## config.mk

```make
export PLATFORM = sky130hd
export DESIGN_NAME = image_header_size_sniffer_core
export DESIGN_NICKNAME = d
export VERILOG_FILES = /design/src/rtl/core/ihss_pkg.sv /design/src/rtl/core/image_header_size_sniffer_core.sv
export SDC_FILE = /design/constraint.sdc
export NUM_CORES = 1
export LEC_CHECK = 0
export ABC_CLOCK_PERIOD_IN_PS = 6300
export BUFFER_PORTS_ARGS = -buffer_cell sky130_fd_sc_hd__buf_4
export CORE_ASPECT_RATIO = 0.6
export CORE_MARGIN = 2
export CORE_UTILIZATION = 40
export DETAILED_ROUTE_END_ITERATION = 7
export PLACE_DENSITY = 0.63
export SLEW_MARGIN = 25
export SYNTH_ARGS = -nofsm -noshare
export SYNTH_HDL_FRONTEND = slang
export SYNTH_SLANG_ARGS = --single-unit
```

## constraint.sdc

```tcl
create_clock -name clock -period 6.3 [get_ports clock]
set_input_delay 0.945 -clock clock [delete_from_list [all_inputs] [get_ports clock]]
set_output_delay 0.945 -clock clock [all_outputs]
set_load 0.01 [all_outputs]
```

## src/rtl/core/ihss_pkg.sv

```systemverilog
// Types and constants for the image header size sniffer.
// No dependencies; imported by the core and its checker.
`default_nettype none

package ihss_pkg;

   typedef enum logic [2:0] {
      PH_SEARCH,
      PH_MARKER,
      PH_LEN_HI,
      PH_LEN_LO,
      PH_SOF,
      PH_STOP
   } jpeg_phase_type;

   localparam int FMT_W = 3;
   localparam int DIM_W = 31;

   localparam logic [FMT_W-1:0] FMT_UNKNOWN       = 3'd0;
   localparam logic [FMT_W-1:0] FMT_PNG           = 3'd1;
   localparam logic [FMT_W-1:0] FMT_JPEG          = 3'd2;
   localparam logic [FMT_W-1:0] FMT_WEBP_LOSSY    = 3'd3;
   localparam logic [FMT_W-1:0] FMT_WEBP_LOSSLESS = 3'd4;

   localparam int HEAD_DEPTH = 32;
   localparam int HEAD_IDX_W = $clog2(HEAD_DEPTH);

   localparam int MIN_LEN  = 8;
   localparam int PNG_LEN  = 24;
   localparam int WEBP_LEN = 30;
   localparam int SOF_SPAN = 9;

   localparam logic [7:0] MRK_PREFIX = 8'hFF;
   localparam logic [7:0] MRK_SOI    = 8'hD8;
   localparam logic [7:0] MRK_EOI    = 8'hD9;
   localparam logic [7:0] MRK_SOS    = 8'hDA;
   localparam logic [7:0] MRK_SOF0   = 8'hC0;
   localparam logic [7:0] MRK_SOF1   = 8'hC1;
   localparam logic [7:0] MRK_SOF2   = 8'hC2;

   localparam logic [31:0] TAG_PNG  = {8'h89, "PNG"};
   localparam logic [31:0] TAG_RIFF = "RIFF";
   localparam logic [31:0] TAG_WEBP = "WEBP";
   localparam logic [31:0] TAG_VP8  = "VP8 ";
   localparam logic [31:0] TAG_VP8L = "VP8L";
   localparam logic [23:0] VP8_START_CODE = 24'h9D012A;

   localparam logic [13:0] VP8L_DIM_MAX = 14'h3FFF;

endpackage

`default_nettype wire

```

## src/rtl/core/image_header_size_sniffer_core.sv

```systemverilog
// Image header size sniffer: PNG, JPEG and WebP dimension parser, top level.
// Depends on ihss_pkg.
//
//   Channel | Direction | Handshake         | Beat
//   req     | in        | req_valid / ready | one header byte plus last flag
//   rsp     | out       | rsp_valid / ready | format, width and height
//
// A byte is registered on acceptance and processed in the next cycle; one byte per cycle
// unless a last byte is held. A last byte's result is registered in the output register.
// Bytes without a last flag flow on while a result waits on rsp_ready.
// A last byte waits in the input register only while the output register is full.
// Synchronous active-high reset clears the stream state and both valid flags.
`default_nettype none

module image_header_size_sniffer_core
   import ihss_pkg::*;
#(
   parameter int MAX_HEADER_BYTES = 65536
) (
   input  wire logic             clock,
   input  wire logic             reset,
   input  wire logic             req_valid,
   output logic                  req_ready,
   input  wire logic [7:0]       req_data_byte,
   input  wire logic             req_last_byte,
   output logic                  rsp_valid,
   input  wire logic             rsp_ready,
   output logic [FMT_W-1:0]      rsp_image_format,
   output logic [DIM_W-1:0]      rsp_image_width,
   output logic [DIM_W-1:0]      rsp_image_height
);

   localparam int CNT_W = $clog2(MAX_HEADER_BYTES + 1);
   localparam int POS_W = $clog2(MAX_HEADER_BYTES + 65540);

   logic             in_valid_ff, in_valid_in;
   logic [7:0]       in_byte_ff, in_byte_in;
   logic             in_last_ff, in_last_in;
   logic             take;

   logic [7:0]       head_ff [HEAD_DEPTH];
   logic [7:0]       head_in [HEAD_DEPTH];
   logic [CNT_W-1:0] count_ff, count_in, count_upd;
   jpeg_phase_type   phase_ff, phase_in, phase_upd;
   logic [POS_W-1:0] marker_ff, marker_in, marker_upd;
   logic [15:0]      seglen_ff, seglen_in, seglen_upd;
   logic [POS_W-1:0] sof_pos_ff, sof_pos_in, sof_pos_upd;
   logic [15:0]      sof_h_ff, sof_h_in, sof_h_upd;
   logic [15:0]      sof_w_ff, sof_w_in, sof_w_upd;

   logic             rsp_valid_ff, rsp_valid_in;
   logic [FMT_W-1:0] fmt_ff, fmt_in, fmt_calc;
   logic [DIM_W-1:0] width_ff, width_in, width_calc;
   logic [DIM_W-1:0] height_ff, height_in, height_calc;

   logic             below_cap;
   logic [POS_W-1:0] pos_ext;
   logic [POS_W-1:0] sof_off;
   logic [15:0]      seglen_full;
   logic [16:0]      marker_step;
   logic [31:0]      png_w, png_h, vp8l_bits;
   logic [POS_W:0]   sof_end;

   assign take      = in_valid_ff && (!in_last_ff || !rsp_valid_ff || rsp_ready);
   assign req_ready = !in_valid_ff || take;

   always_comb begin
      in_valid_in = in_valid_ff;
      in_byte_in  = in_byte_ff;
      in_last_in  = in_last_ff;
      if (take) begin
         in_valid_in = 1'b0;
      end
      if (req_valid && req_ready) begin
         in_valid_in = 1'b1;
         in_byte_in  = req_data_byte;
         in_last_in  = req_last_byte;
      end
   end

   // Stream state update for the byte in the input register.
   always_comb begin
      below_cap   = count_ff < CNT_W'(MAX_HEADER_BYTES);
      pos_ext     = POS_W'(count_ff);
      sof_off     = pos_ext - sof_pos_ff;
      seglen_full = {seglen_ff[15:8], in_byte_ff};
      marker_step = (seglen_full < 16'd2) ? 17'd4 : 17'd2 + {1'b0, seglen_full};
      head_in     = head_ff;
      count_upd   = count_ff;
      phase_upd   = phase_ff;
      marker_upd  = marker_ff;
      seglen_upd  = seglen_ff;
      sof_pos_upd = sof_pos_ff;
      sof_h_upd   = sof_h_ff;
      sof_w_upd   = sof_w_ff;
      if (take && below_cap) begin
         count_upd = count_ff + CNT_W'(1);
         if (count_ff < CNT_W'(HEAD_DEPTH)) begin
            head_in[count_ff[HEAD_IDX_W-1:0]] = in_byte_ff;
         end
         if (count_ff >= CNT_W'(2)) begin
            case (phase_ff)
               PH_SEARCH: begin
                  if (pos_ext == marker_ff) begin
                     if (in_byte_ff == MRK_PREFIX) begin
                        phase_upd = PH_MARKER;
                     end else begin
                        marker_upd = pos_ext + POS_W'(1);
                     end
                  end
               end
               PH_MARKER: begin
                  if (in_byte_ff == MRK_EOI || in_byte_ff == MRK_SOS) begin
                     phase_upd = PH_STOP;
                  end else if (in_byte_ff == MRK_SOF0 || in_byte_ff == MRK_SOF1 ||
                               in_byte_ff == MRK_SOF2) begin
                     sof_pos_upd = marker_ff;
                     phase_upd   = PH_SOF;
                  end else begin
                     phase_upd = PH_LEN_HI;
                  end
               end
               PH_LEN_HI: begin
                  seglen_upd = {in_byte_ff, 8'h00};
                  phase_upd  = PH_LEN_LO;
               end
               PH_LEN_LO: begin
                  seglen_upd = seglen_full;
                  marker_upd = marker_ff + POS_W'(marker_step);
                  phase_upd  = PH_SEARCH;
               end
               PH_SOF: begin
                  if (sof_off == POS_W'(5)) begin
                     sof_h_upd = {in_byte_ff, 8'h00};
                  end else if (sof_off == POS_W'(6)) begin
                     sof_h_upd = {sof_h_ff[15:8], in_byte_ff};
                  end else if (sof_off == POS_W'(7)) begin
                     sof_w_upd = {in_byte_ff, 8'h00};
                  end else if (sof_off == POS_W'(8)) begin
                     sof_w_upd = {sof_w_ff[15:8], in_byte_ff};
                     phase_upd = PH_STOP;
                  end
               end
               default: begin
               end
            endcase
         end
      end
   end

   // Classification on the updated state.
   always_comb begin
      png_w     = {head_in[16], head_in[17], head_in[18], head_in[19]};
      png_h     = {head_in[20], head_in[21], head_in[22], head_in[23]};
      vp8l_bits = {head_in[24], head_in[23], head_in[22], head_in[21]};
      sof_end   = {1'b0, sof_pos_upd} + (POS_W+1)'(SOF_SPAN);
      fmt_calc    = FMT_UNKNOWN;
      width_calc  = '0;
      height_calc = '0;
      if (count_upd >= CNT_W'(MIN_LEN)) begin
         if ({head_in[0], head_in[1], head_in[2], head_in[3]} == TAG_PNG &&
             count_upd >= CNT_W'(PNG_LEN)) begin
            fmt_calc    = FMT_PNG;
            width_calc  = png_w[31] ? '1 : png_w[DIM_W-1:0];
            height_calc = png_h[31] ? '1 : png_h[DIM_W-1:0];
         end else if (head_in[0] == MRK_PREFIX && head_in[1] == MRK_SOI) begin
            if (phase_upd == PH_STOP && sof_pos_upd != '0 &&
                sof_end < (POS_W+1)'(count_upd)) begin
               fmt_calc    = FMT_JPEG;
               width_calc  = DIM_W'(sof_w_upd);
               height_calc = DIM_W'(sof_h_upd);
            end
         end else if (count_upd >= CNT_W'(WEBP_LEN) &&
                      {head_in[0], head_in[1], head_in[2], head_in[3]} == TAG_RIFF &&
                      {head_in[8], head_in[9], head_in[10], head_in[11]} == TAG_WEBP) begin
            if ({head_in[12], head_in[13], head_in[14], head_in[15]} == TAG_VP8 &&
                {head_in[23], head_in[24], head_in[25]} == VP8_START_CODE) begin
               fmt_calc    = FMT_WEBP_LOSSY;
               width_calc  = DIM_W'({head_in[27][5:0], head_in[26]});
               height_calc = DIM_W'({head_in[29][5:0], head_in[28]});
            end else if ({head_in[12], head_in[13], head_in[14], head_in[15]} == TAG_VP8L) begin
               fmt_calc    = FMT_WEBP_LOSSLESS;
               width_calc  = DIM_W'({1'b0, vp8l_bits[13:0] & VP8L_DIM_MAX} + 15'd1);
               height_calc = DIM_W'({1'b0, vp8l_bits[27:14] & VP8L_DIM_MAX} + 15'd1);
            end
         end
      end
   end

   always_comb begin
      count_in   = count_upd;
      phase_in   = phase_upd;
      marker_in  = marker_upd;
      seglen_in  = seglen_upd;
      sof_pos_in = sof_pos_upd;
      sof_h_in   = sof_h_upd;
      sof_w_in   = sof_w_upd;
      rsp_valid_in = rsp_valid_ff && !rsp_ready;
      fmt_in       = fmt_ff;
      width_in     = width_ff;
      height_in    = height_ff;
      if (take && in_last_ff) begin
         count_in     = '0;
         phase_in     = PH_SEARCH;
         marker_in    = POS_W'(2);
         seglen_in    = '0;
         sof_pos_in   = '0;
         sof_h_in     = '0;
         sof_w_in     = '0;
         rsp_valid_in = 1'b1;
         fmt_in       = fmt_calc;
         width_in     = width_calc;
         height_in    = height_calc;
      end
   end

   always_ff @(posedge clock) begin
      if (reset) begin
         in_valid_ff  <= 1'b0;
         rsp_valid_ff <= 1'b0;
         count_ff     <= '0;
         phase_ff     <= PH_SEARCH;
         marker_ff    <= POS_W'(2);
         seglen_ff    <= '0;
         sof_pos_ff   <= '0;
         sof_h_ff     <= '0;
         sof_w_ff     <= '0;
      end else begin
         in_valid_ff  <= in_valid_in;
         rsp_valid_ff <= rsp_valid_in;
         count_ff     <= count_in;
         phase_ff     <= phase_in;
         marker_ff    <= marker_in;
         seglen_ff    <= seglen_in;
         sof_pos_ff   <= sof_pos_in;
         sof_h_ff     <= sof_h_in;
         sof_w_ff     <= sof_w_in;
      end
   end

   always_ff @(posedge clock) begin
      in_byte_ff <= in_byte_in;
      in_last_ff <= in_last_in;
      head_ff    <= head_in;
      fmt_ff     <= fmt_in;
      width_ff   <= width_in;
      height_ff  <= height_in;
   end

   assign rsp_valid        = rsp_valid_ff;
   assign rsp_image_format = fmt_ff;
   assign rsp_image_width  = width_ff;
   assign rsp_image_height = height_ff;

endmodule

`default_nettype wire

```

==> impl_results.md, run 1 <==
- R2R Setup Slk: ~0.45 ns
- Asr flop ratio synth: 0%
- IO Count: 80
- CTS Buf Count: 37
- WP data required: roughly 6.7 ns
- Aggregate global-route resource usage: approximately 26%
- Yosys warnings: 0
- Final worst path period share: between 90 and 100%
- Post-CTS setup buffers: 0
- CTS tree: built
- Root Driver: clkbuf_16
- Yosys top cell by area: dfxtp_1
- Leakage: a little under 9 nW
- Reg2reg path depth: 24
- Clock Tree Buf Depth: 3
- Chip width: ~300 µm
- Die ar.: between 0.05 and 0.06 mm²
- Drt pass-1 iters: 6
- Mapped cell area: 0.0203 mm²
- Sink Count: 376
- Worst IR Drop VDD: between 0.1 and 0.15 mV
- Routed Antenna Nets: 0
- Post-synthesis cell count: ~2200
- Slowest CP cell: nor4_4
- Max-cap violations: 0
- Fin. max-slew vios: 0
- CP delay by family, top: compound AO/OA/AOI/OAI gates
- Top achievable clock speed: roughly 170 MHz
- Hold path depth: 2
- Starting density of the core: between 40% and 50%
- Post-cts hold buffer count: 0
- NumNets Final: between 2000 and 2500
- Tightest Pin Transition: 1.07 ns
- Gpl congestion: approximately 1.0
- Area delta synth->final: 12.9%
- ANT cells: 0
- Rel. slew slack: ~28%
- Vias in the first global route: roughly 16000
- Worst path depth: 24
- Crit-path max FO: 33
- PD cells: between 200 and 250 mW/mm²
- Mapped Nets: about 2200
- Setup_tns: 0 ns
- Hold Vio Cnt, Final: 0
- Rows: between 60 and 70
- Hold path start: head_ff[156]
- Post-synth top flop: dfxtp_1
- Post-synth top cells: 302 x dfxtp_1, 244 x nor2_1, 160 x mux2_2, 154 x nand2_1, 99 x mux2i_1
- Core ar.: 0.0497 mm²
- Die height: ~180 µm
- Via density per instance: between 5 and 6
- Critical path class: flip-flop to flip-flop
- Clk slew on worst S/H paths: approximately 0.070 ns
- Setup-failing EPs final: 0
- Worst setup margin: between 0.4 and 0.5 ns
- Critical Path Source Type: flip-flop
- PortBufs: 79
- First-pass GRT wire length: between 100 and 150 mm
- Buffers & Inverters on Critical Path: 2
- Largest stage delay, worst path: about 0.46 ns
- Syn Area/Cell: 9.36 µm²
- Routed wire length: 68.4 mm
- Skew final: around 0.017 ns
- Via count: 17400
- CP cell instances: nor4_4, nand4_2, o311a_1, nor2_1, a21oi_1, inv_1, ha_1, nand2_1, mux2i_1, o21ai_2, o21ba_2, nand2_1, xor2_1, mux2i_1, ha_1, a211o_1, a21oi_1, o21ai_0, nor4bb_1, o2111ai_1, nor3_1, o211ai_2, buf_4, o221ai_1
- Most common cell in the netlist: dfxtp_1
- Worst R2R Start: count_ff[13]
- Synth Register Bits: around 380
- DP HPWL: slightly below 50 mm
- Crit path time final: roughly 6 ns
- Status: completed
- Worst skew pair latency: around 0.56 ns
- Largest cells by area after synthesis: dfxtp_1 30%, edfxtp_1 11%, mux2_2 8.9%
- DRC violations left: 0
- RSZ-0062 raised after global routing: false
- Sequential fraction of the synthesis area: around two fifths
- Initial drt markers: approximately 2300
- Pre-CTS setup slack: about 0.11 ns
- Top-area cell type share of the netlist area: just under 30%
- Netlist cell types: 93
- Total power: roughly 5.3 mW
- Crit path capture type: flip-flop
- Worst Hold Class: flip-flop to flip-flop
- Gr ovfl total: 0
- CTS H-tree lvls: 2
- Share of cells above drive strength 1: a little under a fifth
- Arrival @ worst endpoint: around 6.2 ns
- Post-synth EDFFs: 74
- Wire length per cell: between 20 and 25 µm
- Worst setup startpoint: count_ff[13]
- Initial antenna violation count: 4
- Largest net degree at the start of global routing: slightly below 90
## routing by layer
layer  vias to the layer above  track usage (%)  part of all wire (%)  wire length, µm
met5                         -            0.938                  0.12               80
met4                         4             4.91                   1.6             1130
met3                       101             6.38                    11             7400
met2                       855             34.3                    38            26000
met1                      8499             40.2                    49            33800
li1                       7895                -                     -                -
## power breakdown
group | switching [mW] | internal (mW)
Combinational | 0.189 | 0.105
Clock | 1.02 | 1.41
Sequential | 0.0350 | 2.51
## flip-flops by register name, indices dropped and copies added (netlist names), 8 cells and up
register and cells:
rsp_image_height 31, sof_w_ff 16, sof_pos_ff 18, in_byte_ff 8, rsp_image_width 31, seglen_ff 8
head_ff 204, count_ff 17, sof_h_ff 16, marker_ff 18
## cells in the final DEF, fill, tap and decap left out, types with 63 or more instances in the layout
| cell type | synthesis | final |
|---|---|---|
| mux2_2 | 160 | 160 |
| buf_4 | 6 | 136 |
| mux2i_1 | 99 | 99 |
| nor3_1 | 68 | 67 |
| nor2_1 | 244 | 243 |
| nand2_1 | 154 | 154 |
| inv_1 | 78 | 78 |
| edfxtp_1 | 74 | 74 |
| xnor2_1 | 84 | 84 |
| dfxtp_1 | 302 | 302 |
| a21oi_1 | 81 | 80 |
| nand3_1 | 63 | 63 |
## final cells by class
type	instances	area, µm²
clock buffers	52	1110
clock inverters	15	210
fillers	4702	26800
inverters	78	293
multi-input cells	1567	11200
flip-flops and latches	376	8270
well taps	682	853
repair buffers	137	1030
## timing repair
action,4_1_cts,5_1_grt
hold endpoints to repair,0,0
setup endpoints to repair,0,33
gates resized for setup,0,2
## kinds of logic after synthesis
group,after synthesis,synth area share [%]
flip-flops,376,40.7
adder cells (fa/ha/maj),62,3.89
AO/OA/AOI/OAI,324,11.2
multiplexers,259,13.7
AND/OR/NAND/NOR,799,20.5
buffers and inverters,229,4.66
XOR/XNOR,123,5.30
## metrics by stage
step           hold slack, ns  std cells  area (µm²)  utilization, %
4_1_cts                 0.441       2907       22900            46.1
5_1_grt                 0.458       2907       22900            46.1
3_3_place_gp            0.424       2840       21600            43.4
3_5_place_dp            0.433       2840       21600            43.4
2_1_floorplan           0.415       2172       20300               -
6_report                0.442       2907       22900            46.1
## final timing paths
kind,to
min reg2reg,head_ff[156]
max,rsp_image_height[7]
min,head_ff[156]
max reg2reg,rsp_image_height[7]
## tightest hold or removal path: cells and delay by family (launching register included)
family,cells,cell delay [ns]
and+or+nand+nor,2,0.09
DFF,1,0.31
Power figures use the tool's default switching activity.
==> run 2, diff against run 1 <==
--- a/config.mk
+++ b/config.mk
@@ -5,13 +5,13 @@
 export SDC_FILE = /design/constraint.sdc
 export NUM_CORES = 1
 export LEC_CHECK = 0
-export ABC_CLOCK_PERIOD_IN_PS = 6300
+export ABC_CLOCK_PERIOD_IN_PS = 6800
 export BUFFER_PORTS_ARGS = -buffer_cell sky130_fd_sc_hd__buf_4
 export CORE_ASPECT_RATIO = 0.6
 export CORE_MARGIN = 2
 export CORE_UTILIZATION = 40
 export DETAILED_ROUTE_END_ITERATION = 7
-export PLACE_DENSITY = 0.63
+export PLACE_DENSITY = 0.61
 export SLEW_MARGIN = 25
 export SYNTH_ARGS = -nofsm -noshare
 export SYNTH_HDL_FRONTEND = slang
==> constraint.sdc (replaced) <==
create_clock -name clock -period 6.8 [get_ports clock]
set_input_delay 1.02 -clock clock [delete_from_list [all_inputs] [get_ports clock]]
set_output_delay 1.02 -clock clock [all_outputs]
set_load 0.01 [all_outputs]
==> run 2 against run 1 <==
Final area is 0.67% lower. Flip-flop and latch count stayed put. Clock skew is 0.024 ns higher. Power is 8.4% lower. Highest routed layer is now met4. Core utilization is 0.31 points lower.
==> impl_results.md, run 2 (synthesis results as in run 1) <==
- Status: completed
- Top achievable clock speed: roughly 160 MHz
- Initial antenna violation count: 1
- Max-cap violations: 0
- Post-CTS setup buffers: 0
- DP HPWL: about 50 mm
- Sink Count: around 380
- DRC violations left: 0
- Met3 track demand over resource: roughly 5.2%
- Most common cell after layout, fill and taps aside: dfxtp_1
- IO Count: 80
- Critical path class: flip-flop to flip-flop
- Routed Antenna Nets: 0
- CTS Buf Count: 37
- Share of cells above drive strength 1: approximately 18%
- Clk slew on worst S/H paths: 0.07 ns
- Crit path time final: 6.26 ns
- Post-cts hold buffer count: 0
- CTS tree: built
- PD cells: between 200 and 250 mW/mm²
- Starting density of the core: between 40 and 50%
- Chip width: a little under 300 µm
- Largest stage delay, worst path: 0.59 ns
- # placed instances: approximately 2800
- Worst Hold Class: flip-flop to flip-flop
- Setup_tns: 0 ns
- Worst skew pair latency: between 0.5 and 0.6 ns
- Final worst path period share: between 90% and 100%
- Via density per instance: 5.94
- Largest register FFs: 204
- Fillcell total: roughly 4700
- CP cell instances: nor4_4, nand4_2, o311ai_4, mux2i_1, inv_1, ha_1, nand2_1, mux2i_1, o21ai_1, nor3_1, xnor2_1, nor2_1, a21oi_1, ha_1, a21o_1, a21o_1, a21oi_1, o21ai_0, nor4bb_1, o2111ai_1, nor3_1, o211ai_2, buf_4, o221ai_1
- Fin cells: around 2900
- Die height: 179 µm
- Clock Tree Buf Depth: 3
- Drt pass-1 iters: 6
- Skew final: 0.0410 ns
- Leakage: a little under 9 nW
- NumNets Final: 2262
- Die ar.: approximately 0.053 mm²
- Core ar.: a little under 0.05 mm²
- Routing usage on met1: 41.1%
- PortBufs: approximately 80
- Initial drt markers: ~1900
- Pre-CTS setup slack: approximately 0.43 ns
- WP data required: 7.18 ns
- Post-CTS Resized: 0
- First-pass GRT wire length: slightly above 100 mm
- GRT busiest layer: met1
- RSZ-0062 raised after global routing: false
- Setup-failing EPs final: 0
- Routed wire length: 68.6 mm
- Gpl congestion: 0.968
- Design area: ~0.023 mm²
- Tightest Pin Transition: around 1.1 ns
- Gr ovfl total: 0
- ANT cells: 0
- Met2 Usage GRT: between 30 and 40%
- Worst IR Drop VDD: about 0.13 mV
- CTS H-tree lvls: 2
- Area delta synth->final: 12.1%
- Cell Area, Placed: 0.0215 mm²
- Via count: around 17000
- Highest-count cells in the layout ignoring fill and taps: 302 x dfxtp_1, 242 x nor2_1, 160 x mux2_2, 154 x nand2_1, 127 x buf_4
- Fin. max-slew vios: 0
- Crit-path max FO: 33
- Hold Vio Cnt, Final: 0
- Largest net degree at the start of global routing: slightly above 70
- Largest Register: head_ff
- Post-Route Utilization: 45.8%
- Rel. slew slack: 24.1%
- Root Driver: clkbuf_16
- Critical Path Source Type: flip-flop
- Slowest CP cell: nor4_4
- Vias in the first global route: approximately 16000
- Rows: between 60 and 70
- Crit path capture type: flip-flop
- Wire length per cell: 23.7 µm
- Arrival @ worst endpoint: 6.63 ns
- Worst setup margin: 0.544 ns
- Aggregate global-route resource usage: 25.6%
==> run 2: metrics by stage <==
step,hold slack (ns),power [mW]
3_3_place_gp,0.426,2.66
3_5_place_dp,0.440,2.67
4_1_cts,0.449,4.86
2_1_floorplan,0.415,2.55
5_1_grt,0.458,4.97
6_report,0.449,4.83
==> run 2: layout make-up <==
cell class,instances,area (µm²),share of cell area (%)
clock buffer,55,1110,4.85
timing repair buffer,127,953,4.18
multi-input combinational,1567,11100,48.9
sequential,376,8270,36.3
clock inverter,12,165,0.725
inverter,78,293,1.28
tap,682,853,3.74
==> run 2: where the power goes <==
group / internal, mW / total (mW) / switching [mW] / leakage [nW]
clock network: 1.25 / 2.20 / 0.949 / 0.618
registers: 2.33 / 2.36 / 0.0325 / 3.04
logic: 0.0971 / 0.269 / 0.172 / 5.11
==> run 2: final timing paths <==
path | start | end | slack, ns | cells after the start
hold / removal | head_ff[152] | head_ff[152] | 0.45 | 2
hold reg to reg | head_ff[152] | head_ff[152] | 0.45 | 2
setup / recovery | count_ff[7] | rsp_image_width[14] | 0.54 | 24
setup reg to reg | count_ff[7] | rsp_image_width[14] | 0.54 | 24
==> run 2: worst max-delay path, delay by kind of cell (launching register included) <==
family	cells	cell delay, ns
compound gates	10	2.06
simple gates	7	1.88
fa+ha+maj	2	0.57
mux	2	0.50
flops	1	0.46
buf+inv	2	0.38
xor+xnor	1	0.14
==> run 2: per-layer routing <==
layer  vias to the layer above  share of wire, %  wire [µm]
met2                       808                39      26500
met3                        95               9.4       6430
met4                         0               1.6       1080
met5                         -                 0          0
li1                       7873                 -          -
met1                      8443                50      34600
